<file path="src/design/sscp_pkg.sv">
package sscp_pkg;

  localparam int MSG_DEPTH_DEF = 128;
  localparam int MAX_ACT_DEF   = 32;

  // Servo counter / limit width, covers the 6-bit register and up to 64 servos.
  localparam int LIM_W = 7;

  localparam logic [5:0] ACT_CNT_RST = 6'd18;

  localparam logic [7:0] CH_A     = 8'h41;
  localparam logic [7:0] CH_G     = 8'h47;
  localparam logic [7:0] CH_S     = 8'h53;
  localparam logic [7:0] CH_HASH  = 8'h23;
  localparam logic [7:0] CH_CR    = 8'h0D;
  localparam logic [7:0] CH_LF    = 8'h0A;
  localparam logic [7:0] CH_COMMA = 8'h2C;
  localparam logic [7:0] CH_MINUS = 8'h2D;
  localparam logic [7:0] CH_0     = 8'h30;
  localparam logic [7:0] CH_9     = 8'h39;

  // floor(x/100) == (x*5243)>>19 for x up to 16256.
  localparam logic [12:0] SPD_RECIP = 13'd5243;
  localparam int          SPD_SHIFT = 19;
  localparam int          PROD_W    = 29;

  localparam logic [7:0] HEX_OFS = 8'd55;

  typedef enum logic [3:0] {
    ST_IDLE,
    ST_FETCH,
    ST_FIRST,
    ST_G_HI,
    ST_G_LO,
    ST_G_NXT,
    ST_S_SRV,
    ST_S_SIGN,
    ST_S_PCT,
    ST_EMIT
  } state_t;

  function automatic logic [7:0] hex_val(input logic [7:0] c);
    logic [7:0] r;
    if (c >= CH_A) begin
      r = c - HEX_OFS;
    end else begin
      r = {4'h0, c[3:0]};
    end
    return r;
  endfunction

  function automatic logic [7:0] dec_acc(input logic [7:0] v, input logic [7:0] c);
    return {v[4:0], 3'b000} + {v[6:0], 1'b0} + {4'h0, c[3:0]};
  endfunction

endpackage

</file>
<file path="src/design/servo_speed_command_parser.sv">
// Ordinary bytes: stored while idle; the input stays ready for the next byte.
// LF: the line is walked byte by byte via FETCH (single read port, registered data).
//   Group line: G_HI, G_LO, G_NXT, EMIT per word; single: S_SRV, S_SIGN, S_PCT, EMIT.
// Input is not ready while a line is walked; a word waits in the output register.
// Reset (rst_n low, synchronous): line empty, overflow cleared, actuator_count = 18.
module servo_speed_command_parser #(
  parameter int MSG_DEPTH     = sscp_pkg::MSG_DEPTH_DEF,
  parameter int MAX_ACTUATORS = sscp_pkg::MAX_ACT_DEF
) (
  input  logic              clk,
  input  logic              rst_n,
  input  logic              in_valid,
  output logic              in_ready,
  input  logic [7:0]        in_rx_byte,
  output logic              out_valid,
  input  logic              out_ready,
  output logic [7:0]        out_servo_index,
  output logic signed [7:0] out_percent_value,
  output logic signed [7:0] out_speed_value,
  output logic              out_line_kind,
  output logic              out_last_of_run,
  input  logic              cfg_wr_en,
  input  logic [5:0]        cfg_wr_data
);

  localparam int FILL_W = $clog2(MSG_DEPTH + 1);
  localparam int ADDR_W = $clog2(MSG_DEPTH);
  localparam int LIM_W  = sscp_pkg::LIM_W;
  localparam int PW     = sscp_pkg::PROD_W;

  logic [7:0] mem [MSG_DEPTH];
  logic [7:0] rd_data_r;
  logic       rd_vld_r;

  sscp_pkg::state_t state_r, state_nxt, ret_r, ret_nxt;

  logic [FILL_W-1:0] fill_r, fill_nxt, len_r, len_nxt, idx_r, idx_nxt;
  logic              ovf_r, ovf_nxt;
  logic [5:0]        act_cnt_r;
  logic [LIM_W-1:0]  gsrv_r, gsrv_nxt;
  logic [7:0]        ssrv_r, ssrv_nxt, pct_r, pct_nxt;
  logic              neg_r, neg_nxt, last_r, last_nxt, kind_r, kind_nxt;

  logic              out_valid_r, out_valid_nxt;
  logic [7:0]        out_srv_r, out_srv_nxt, out_pct_r, out_pct_nxt;
  logic              out_kind_r, out_kind_nxt, out_last_r, out_last_nxt;
  logic [PW-1:0]     out_prod_r, out_prod_nxt;

  logic              acc, wr_en, out_free;
  logic [7:0]        b, hex_b;
  logic [LIM_W-1:0]  lim, gsrv_inc;
  logic              srv_ok, is_digit, g_ok;
  logic [8:0]        mag;
  logic [15:0]       mag127;
  logic [PW-1:0]     prod;
  logic [9:0]        q;

  assign in_ready = (state_r == sscp_pkg::ST_IDLE);
  assign acc      = in_valid && in_ready;
  assign wr_en    = acc && (in_rx_byte != sscp_pkg::CH_CR) && (in_rx_byte != sscp_pkg::CH_LF) &&
                    (in_rx_byte != sscp_pkg::CH_HASH) && (fill_r < FILL_W'(MSG_DEPTH));
  assign out_free = !out_valid_r || out_ready;

  always_ff @(posedge clk) begin
    if (wr_en) begin
      mem[fill_r[ADDR_W-1:0]] <= in_rx_byte;
    end
    rd_data_r <= mem[idx_r[ADDR_W-1:0]];
    rd_vld_r  <= (idx_r < len_r);
  end

  assign b        = rd_vld_r ? rd_data_r : 8'h00;
  assign hex_b    = sscp_pkg::hex_val(b);
  assign is_digit = (b >= sscp_pkg::CH_0) && (b <= sscp_pkg::CH_9);
  assign g_ok     = (b == sscp_pkg::CH_G) && (len_r >= FILL_W'(3)) && len_r[0];
  assign lim      = ({1'b0, act_cnt_r} > LIM_W'(MAX_ACTUATORS)) ? LIM_W'(MAX_ACTUATORS)
                                                                 : {1'b0, act_cnt_r};
  assign gsrv_inc = gsrv_r + LIM_W'(1);
  assign srv_ok   = (gsrv_r < lim) && (b != 8'h00);

  assign mag    = pct_r[7] ? (9'd256 - {1'b0, pct_r}) : {1'b0, pct_r};
  assign mag127 = {mag, 7'b0} - {7'b0, mag};
  assign prod   = {13'b0, mag127} * {16'b0, sscp_pkg::SPD_RECIP};

  always_comb begin
    state_nxt = state_r;
    ret_nxt   = ret_r;
    unique case (state_r)
      sscp_pkg::ST_IDLE: begin
        if (acc && (in_rx_byte == sscp_pkg::CH_LF) && !ovf_r) begin
          state_nxt = sscp_pkg::ST_FETCH;
          ret_nxt   = sscp_pkg::ST_FIRST;
        end
      end
      sscp_pkg::ST_FETCH: state_nxt = ret_r;
      sscp_pkg::ST_FIRST: begin
        if (g_ok) begin
          state_nxt = sscp_pkg::ST_FETCH;
          ret_nxt   = sscp_pkg::ST_G_HI;
        end else if (b == sscp_pkg::CH_S) begin
          state_nxt = sscp_pkg::ST_FETCH;
          ret_nxt   = sscp_pkg::ST_S_SRV;
        end else begin
          state_nxt = sscp_pkg::ST_IDLE;
        end
      end
      sscp_pkg::ST_G_HI: begin
        if (srv_ok) begin
          state_nxt = sscp_pkg::ST_FETCH;
          ret_nxt   = sscp_pkg::ST_G_LO;
        end else begin
          state_nxt = sscp_pkg::ST_IDLE;
        end
      end
      sscp_pkg::ST_G_LO: begin
        state_nxt = sscp_pkg::ST_FETCH;
        ret_nxt   = sscp_pkg::ST_G_NXT;
      end
      sscp_pkg::ST_G_NXT: state_nxt = sscp_pkg::ST_EMIT;
      sscp_pkg::ST_S_SRV: begin
        if (is_digit) begin
          state_nxt = sscp_pkg::ST_FETCH;
          ret_nxt   = sscp_pkg::ST_S_SRV;
        end else if (b == sscp_pkg::CH_COMMA) begin
          state_nxt = sscp_pkg::ST_FETCH;
          ret_nxt   = sscp_pkg::ST_S_SIGN;
        end else begin
          state_nxt = sscp_pkg::ST_IDLE;
        end
      end
      sscp_pkg::ST_S_SIGN: begin
        if (b == sscp_pkg::CH_MINUS) begin
          state_nxt = sscp_pkg::ST_FETCH;
          ret_nxt   = sscp_pkg::ST_S_PCT;
        end else begin
          state_nxt = sscp_pkg::ST_S_PCT;
        end
      end
      sscp_pkg::ST_S_PCT: begin
        if (b != 8'h00) begin
          state_nxt = sscp_pkg::ST_FETCH;
          ret_nxt   = sscp_pkg::ST_S_PCT;
        end else begin
          state_nxt = sscp_pkg::ST_EMIT;
        end
      end
      sscp_pkg::ST_EMIT: begin
        if (out_free) begin
          state_nxt = last_r ? sscp_pkg::ST_IDLE : sscp_pkg::ST_G_HI;
        end
      end
      default: state_nxt = sscp_pkg::ST_IDLE;
    endcase
  end

  always_comb begin
    fill_nxt      = fill_r;
    ovf_nxt       = ovf_r;
    len_nxt       = len_r;
    idx_nxt       = idx_r;
    gsrv_nxt      = gsrv_r;
    ssrv_nxt      = ssrv_r;
    pct_nxt       = pct_r;
    neg_nxt       = neg_r;
    last_nxt      = last_r;
    kind_nxt      = kind_r;
    out_valid_nxt = out_valid_r && !out_ready;
    out_srv_nxt   = out_srv_r;
    out_pct_nxt   = out_pct_r;
    out_kind_nxt  = out_kind_r;
    out_last_nxt  = out_last_r;
    out_prod_nxt  = out_prod_r;
    unique case (state_r)
      sscp_pkg::ST_IDLE: begin
        if (acc) begin
          if ((in_rx_byte == sscp_pkg::CH_LF) || (in_rx_byte == sscp_pkg::CH_HASH)) begin
            fill_nxt = '0;
            ovf_nxt  = 1'b0;
            len_nxt  = fill_r;
            idx_nxt  = '0;
          end else if (in_rx_byte != sscp_pkg::CH_CR) begin
            if (wr_en) begin
              fill_nxt = fill_r + FILL_W'(1);
            end else begin
              ovf_nxt = 1'b1;
            end
          end
        end
      end
      sscp_pkg::ST_FETCH: ;
      sscp_pkg::ST_FIRST: begin
        idx_nxt  = FILL_W'(1);
        gsrv_nxt = '0;
        ssrv_nxt = '0;
        pct_nxt  = '0;
        neg_nxt  = 1'b0;
        kind_nxt = !g_ok;
      end
      sscp_pkg::ST_G_HI: begin
        if (srv_ok) begin
          pct_nxt = {hex_b[3:0], 4'h0};
          idx_nxt = idx_r + FILL_W'(1);
        end
      end
      sscp_pkg::ST_G_LO: begin
        pct_nxt = pct_r | hex_b;
        idx_nxt = idx_r + FILL_W'(1);
      end
      sscp_pkg::ST_G_NXT: last_nxt = !((gsrv_inc < lim) && (b != 8'h00));
      sscp_pkg::ST_S_SRV: begin
        if (is_digit) begin
          ssrv_nxt = sscp_pkg::dec_acc(ssrv_r, b);
          idx_nxt  = idx_r + FILL_W'(1);
        end else if (b == sscp_pkg::CH_COMMA) begin
          idx_nxt = idx_r + FILL_W'(1);
        end
      end
      sscp_pkg::ST_S_SIGN: begin
        if (b == sscp_pkg::CH_MINUS) begin
          neg_nxt = 1'b1;
          idx_nxt = idx_r + FILL_W'(1);
        end
      end
      sscp_pkg::ST_S_PCT: begin
        if (b != 8'h00) begin
          pct_nxt = sscp_pkg::dec_acc(pct_r, b);
          idx_nxt = idx_r + FILL_W'(1);
        end else begin
          if (neg_r) begin
            pct_nxt = 8'h00 - pct_r;
          end
          last_nxt = 1'b1;
        end
      end
      sscp_pkg::ST_EMIT: begin
        if (out_free) begin
          out_valid_nxt = 1'b1;
          out_srv_nxt   = kind_r ? ssrv_r : {1'b0, gsrv_r};
          out_pct_nxt   = pct_r;
          out_kind_nxt  = kind_r;
          out_last_nxt  = last_r;
          out_prod_nxt  = prod;
          gsrv_nxt      = gsrv_inc;
        end
      end
      default: ;
    endcase
  end

  always_ff @(posedge clk) begin
    if (!rst_n) begin
      state_r     <= sscp_pkg::ST_IDLE;
      ret_r       <= sscp_pkg::ST_IDLE;
      fill_r      <= '0;
      ovf_r       <= 1'b0;
      len_r       <= '0;
      act_cnt_r   <= sscp_pkg::ACT_CNT_RST;
      out_valid_r <= 1'b0;
    end else begin
      state_r     <= state_nxt;
      ret_r       <= ret_nxt;
      fill_r      <= fill_nxt;
      ovf_r       <= ovf_nxt;
      len_r       <= len_nxt;
      out_valid_r <= out_valid_nxt;
      if (cfg_wr_en) begin
        act_cnt_r <= cfg_wr_data;
      end
    end
  end

  always_ff @(posedge clk) begin
    idx_r      <= idx_nxt;
    gsrv_r     <= gsrv_nxt;
    ssrv_r     <= ssrv_nxt;
    pct_r      <= pct_nxt;
    neg_r      <= neg_nxt;
    last_r     <= last_nxt;
    kind_r     <= kind_nxt;
    out_srv_r  <= out_srv_nxt;
    out_pct_r  <= out_pct_nxt;
    out_kind_r <= out_kind_nxt;
    out_last_r <= out_last_nxt;
    out_prod_r <= out_prod_nxt;
  end

  // speed = sign(pct) * sat(floor(|pct|*127/100))
  assign q = out_prod_r[PW-1:sscp_pkg::SPD_SHIFT];

  always_comb begin
    if (out_pct_r[7]) begin
      out_speed_value = (q > 10'd128) ? 8'sh80 : $signed(8'(10'd0 - q));
    end else begin
      out_speed_value = (q > 10'd127) ? 8'sh7F : $signed(q[7:0]);
    end
  end

  assign out_valid         = out_valid_r;
  assign out_servo_index   = out_srv_r;
  assign out_percent_value = $signed(out_pct_r);
  assign out_line_kind     = out_kind_r;
  assign out_last_of_run   = out_last_r;

endmodule

</file>
<file path="config.mk">
export PLATFORM = sky130hd
export DESIGN_NAME = servo_speed_command_parser
export DESIGN_NICKNAME = d
export VERILOG_FILES = /design/src/design/sscp_pkg.sv /design/src/design/servo_speed_command_parser.sv
export SDC_FILE = /design/constraint.sdc
export NUM_CORES = 1
export LEC_CHECK = 0
export ABC_AREA = 0
export BUFFER_PORTS_ARGS = -buffer_cell sky130_fd_sc_hd__buf_2
export CAP_MARGIN = 0
export CORE_MARGIN = 2
export CORE_UTILIZATION = 55
export DETAILED_ROUTE_END_ITERATION = 10
export PLACE_DENSITY_LB_ADDON = 0.3
export SLEW_MARGIN = 0
export SYNTH_ARGS = -nofsm -noshare
export SYNTH_HDL_FRONTEND = slang
export SYNTH_SLANG_ARGS = --single-unit
</file>
<file path="constraint.sdc">
create_clock -name clk -period 9.7 [get_ports clk]
set_input_delay 0.97 -clock clk [delete_from_list [all_inputs] [get_ports clk]]
set_output_delay 0.97 -clock clk [all_outputs]
set_load 0.01 [all_outputs]
</file>
# Word level (Yosys, flattened, before mapping)
# Memory sizes are Yosys's and may differ from the RTL's. A register that Yosys moved wholly into a read port is not among the register bits.
# Cells that the tools add are included.
# word_totals
regBits	114
ram_bits	1024
out_inout_bits	28
elab_cells	178
mem_count	1
# memory_table
name	depth	width	rd	rd_clocked_by_memory_dff	write_ports	line	rtl
mem	128	8	1	1	1	servo_speed_command_parser.sv:31	logic [7:0] mem [MSG_DEPTH];
# classes
add_sub_neg	12
n_mul	1
magnitude_cmp	11
eq_ne	31
muxes	58
bitwise_logic	1
reduce_logical	42
# op_table
op	n
$mux 8	19
$pmux 8 s7	1
$mux 4	12
$pmux 4 s10	1
$pmux 8 s4	1
$mul 16x13->29 const B	1
$pmux 4 s7	1
$eq 8x6->1 const B	3
$add 8x1->8 const B	2
$add 8x4->8	2
$add 8x8->8	2
$eq 4x3->1 const B	4
$eq 8x7->1 const B	2
$ne 8x4->1 const B	2
$pmux 8 s2	1
$sub 1x8->8 const A	2
$sub 16x9->16	1
$lt 7x6->1	2
$mux 1	14
$mux 7	2
$pmux 7 s2	1
$reduce_and 7->1	2
$logic_and 1x1->1	13
$ne 2x2->1 const B	6
34 further kinds	59

# Depth between registers and ports, before layout
# depth
word_depth	9
ltp_mapped	31
ltp_nobuf	30

# Worst setup path after synthesis
# OpenSTA, ideal clock, no wires.
# synth_path
path_type	register -> register
from	register pct_r[0]
to	register out_prod_r[28] (data pin)
setup_ns	0.266
t_arrival_ns	6.908
t_required_ns	9.434
slack_ns	2.526
path_stages_with_launch	29
path_buffers	1
path_cell_list	edfxtp_1 > buf_2 > nor3_2 > nand2_1 > nor3_1 > ha_1 > inv_1 > ha_1 > and2_1 > and2_1 > a21oi_1 > xnor2_1 > inv_1 > fa_1 > inv_1 > ha_1 > inv_1 > fa_1 > fa_1 > inv_1 > fa_1 > ha_1 > and4_1 > a221oi_1 > o21ai_0 > a211oi_1 > a21oi_1 > nor4_1 > nor4bb_1
# synth_between
elab_chain_cells	4
# synth_rtl
element	line	rtl
start, declared	servo_speed_command_parser.sv:41	logic [7:0] ssrv_r, ssrv_nxt, pct_r, pct_nxt;
start signal, assigned	servo_speed_command_parser.sv:276	pct_r <= pct_nxt;
$sub 9x8->9	servo_speed_command_parser.sv:81	assign mag = pct_r[7] ? (9'd256 - {1'b0, pct_r}) : {1'b0, pct_r};
$mux 9 *	servo_speed_command_parser.sv:81	
$sub 16x9->16 *	servo_speed_command_parser.sv:82	assign mag127 = {mag, 7'b0} - {7'b0, mag};
$mul 16x13->29 *	servo_speed_command_parser.sv:83	assign prod = {13'b0, mag127} * {16'b0, sscp_pkg::SPD_RECIP};
net prod[28]	servo_speed_command_parser.sv:55	logic [PW-1:0] prod;
end signal, assigned	servo_speed_command_parser.sv:284	out_prod_r <= out_prod_nxt;
end, declared	servo_speed_command_parser.sv:47	logic [PW-1:0] out_prod_r, out_prod_nxt;
# The timed path passes the listed nets; every way through them passes the cells marked *.
# A chain may end at the register's enable or synchronous reset.

# Worst setup path after layout
# Same ends and word-level chain as after synthesis.

==> out/metrics.yaml <==
status: "completed"
hp-start: "ovf_r"
p_int_w: 0.007859
cts_tree: "built"
nets: 2990
cts_root_buf: "clkbuf_16"
grt.overflow.total: 0
vias: 24970
hold_buffers: 0
timing.rr.end: "out_prod_r[28]"
final_util: 0.6094
cp_max_fo: 14
cp_slowest_cell: "edfxtp_1"
crit_end: "out_prod_r[28]"
wl_per_cell_um: 26.90
ys_seq_area_frac: 0.6736
routabilityCongestion: 0.8697
syn_to_final_growth_pct: 10.18
end_kind: "flop"
cp.required_ns: 10.11
avgSynthCellArea_sq_um: 18.53
max_stage_delay_ns: 0.63
syn_area_sq_um: 49630
rsz0062_at_grt: "no"
synth_cell_type_count: 74
ir_drop_mv: 0.1465
cts_buffer_depth: 3
grtUsageTotal: 0.2367
clk_latency_ns: 0.70
report.final.slew_viol_count: 0
die-area_sq_um: 92660
crit_start: "pct_r[0]"
antenna_found_initial: 7
tightest_slew_ns: 1.202
finalSetupTns_ns: 0
finalCritPeriodShare: 0.8412
ios: 47
p_total_w: 0.009882
switchingPower_w: 0.002023
cts.repair.resized: 0
start_util: 0.5531
dp_hpwl_mm: 67.16
num-fill-cells: 6252
swShare: 0.2047
grt_max_degree: 165
powerDensity_nw_per_um2: 180.7
first_global_vias: 25690
async_reset_ff_frac: 0
die_x_um: 304.4
r2r_setup_slack_ns: 1.54
drtIter0Drc: 2662
fin_crit_ns: 8.159
worstSetupStartpointType: "flop"
worstReg2RegStart: "pct_r[0]"
ys_seq_elements: 1127
viasPerCell: 6.222
yosysWarnings: 0
power.leakage_nw: 18.39
regArea_sq_um: 33430
seqPwrFrac: 0.541
core_sq_um: 89740
grt_pass1_wl_mm: 164.2
drive_above_1_share: 0.2094
die_h_um: 304.4
path_clk_slew_ns: 0.06
cts_made_buffers: 109
r2r_cells: 28
multiInputGateArea_sq_um: 15170
wirelength_mm: 107.9
drc: 0
dr.pass1.iters: 5
timing.max_cap.violations: 0
setup_slack_ns: 1.541
cts_max_level: 3
slew_headroom: 0.1968
synthCells: 2679
syn-num-nets: 2923
rows: 110
ys.flop_type: "edfxtp_1"
finClkSkew_ns: 0.02989
hp-class: "flop to flop"
io_buffers: 46
critPathArrivalTime_ns: 8.57
critPathMostFrequentCell: "inv_1"
post-cts-setup-buffers: 0
cts.sinks: 1127
comb_power_share: 0.032
setup_viol: 0
maxClockFrequency_mhz: 122.6
pre_cts_slack_ns: 1.592
drtAntennaViolNets: 0
pwr-share-clk: 0.427
path_class: "flop to flop"
synth_edf_count: 1086
hold_viol: 0
[flip-flops by register name, summed over array words and instances, names as in the netlist, 4 cells and up]
register           cells
pct_r                  8
out_percent_value      8
out_prod_r            10
len_r                  8
rd_data_r              8
mem                 1024
fill_r                 8
idx_r                  8
state_r                4
out_servo_index        8
ret_r                  4
ssrv_r                 8
gsrv_r                 7
act_cnt_r              6
[final cells by class]
class,count,share of cell area
multi-input combinational,1286,0.2774
inverter,154,0.01057
clock buffer,139,0.05230
tap,1176,0.02691
timing repair buffer,68,0.008282
antenna,1,0.00004576
sequential,1127,0.6113
clock inverter,62,0.01316
[power by group through the flow]
stage	clock, W	combinational, W	sequential (W)
floorplan	0	0.000169	0.00545
global placement	0	0.000304	0.00545
detailed placement	0	0.000318	0.00545
CTS	0.00427	0.000321	0.00535
global route	0.00446	0.000360	0.00534
finish	0.00422	0.000319	0.00535
[cell families (layout without fill, tap and decap cells)]
family	count (synthesis)	in the layout	synth area share
AOI/OAI and AO/OA	161	161	0.02108
muxes	370	370	0.1597
adders and majority gates	225	225	0.06746
buffers and inverters	266	423	0.02115
and+or+nand+nor	446	446	0.04127
DFF	1127	1127	0.6736
xor gates and xnor gates	83	83	0.01563
other	1	2	0.00007556
[stage by stage]
| step | hold WS, ns | std cells | cell area, sq um |
|---|---|---|---|
| 6_report | 0.4820 | 4013 | 54690 |
| 2_1_floorplan | 0.4244 | 2679 | 49630 |
| 3_5_place_dp | 0.4648 | 3811 | 51100 |
| 4_1_cts | 0.4766 | 4012 | 54680 |
| 5_1_grt | 0.5014 | 4012 | 54680 |
| 3_3_place_gp | 0.4592 | 3811 | 51100 |
[Yosys cell counts, types with 3 or more instances]
cell type / number / area (sq um)
mux4_2: 336 / 7567
nor2b_1: 32 / 200.2
a22oi_1: 3 / 22.52
inv_1: 153 / 574.3
o21a_1: 8 / 60.06
a211oi_1: 4 / 30.03
nand3b_1: 4 / 30.03
a31oi_1: 6 / 37.54
and2_1: 19 / 118.9
nand4b_1: 3 / 26.28
nor2_1: 204 / 765.7
fa_1: 71 / 1421
and3_1: 4 / 25.02
o21ai_0: 35 / 175.2
edfxtp_1: 1086 / 32610
mux2i_1: 18 / 180.2
nor3b_1: 4 / 30.03
ha_1: 154 / 1927
or3_1: 6 / 37.54
buf_2: 23 / 115.1
a21oi_1: 44 / 220.2
xor2_1: 30 / 262.8
o211ai_1: 5 / 37.54
a21o_1: 25 / 187.7
a21boi_0: 4 / 30.03
nand2_1: 89 / 334.1
a211o_1: 3 / 26.28
dfxtp_1: 41 / 820.8
mux2_2: 16 / 180.2
buf_1: 12 / 45.04
o211a_1: 3 / 30.03
clkbuf_1: 73 / 274.0
nand2b_1: 8 / 50.05
nor4_1: 3 / 18.77
xnor2_1: 48 / 420.4
nand4_1: 5 / 31.28
nor3_1: 17 / 85.08
xnor2_2: 4 / 65.06
nand3_1: 35 / 175.2
[worst min-delay path by stage]
| stage | to | slack, ns | depth (start not counted) |
|---|---|---|---|
| floorplan | out_line_kind | 0.42 | 0 |
| global placement | ovf_r | 0.46 | 2 |
| detailed placement | ovf_r | 0.46 | 2 |
| CTS | act_cnt_r[1] | 0.48 | 3 |
| global route | ovf_r | 0.50 | 2 |
| finish | ovf_r | 0.48 | 2 |
[cell usage in the layout, fill, tap and decap left out, drive strengths merged, types with 5 or more instances in the layout]
master / n
a21o: 25
clkbuf: 139
nand2b: 8
a21boi: 5
clkinv: 44
nor3: 18
mux4: 336
inv: 157
nand3: 35
a31oi: 6
a21oi: 45
o211ai: 5
edfxtp: 1086
or3: 6
bufinv: 12
mux2: 16
dfxtp: 41
o21a: 8
mux2i: 18
xnor2: 53
ha: 154
nand4: 5
xor2: 30
nand2: 89
o21ai: 36
fa: 71
nor2: 204
nor2b: 32
and2: 19
buf: 68
[critical path, delay by kind of cell (launching register included)]
family / cells / cell delay (ns)
compound gates: 8 / 2.07
buf+inv: 5 / 0.52
simple gates: 6 / 1.31
xor+xnor: 2 / 0.73
fa+ha+maj: 7 / 2.61
flops: 1 / 0.63
[layer usage]
layer | global-route usage | share of wire
met5 | 0 | 0.00041
met4 | 0.06044 | 0.023
met3 | 0.03371 | 0.076
met2 | 0.3840 | 0.49
met1 | 0.3435 | 0.41
No activity file was read; power rests on OpenSTA's default activity.
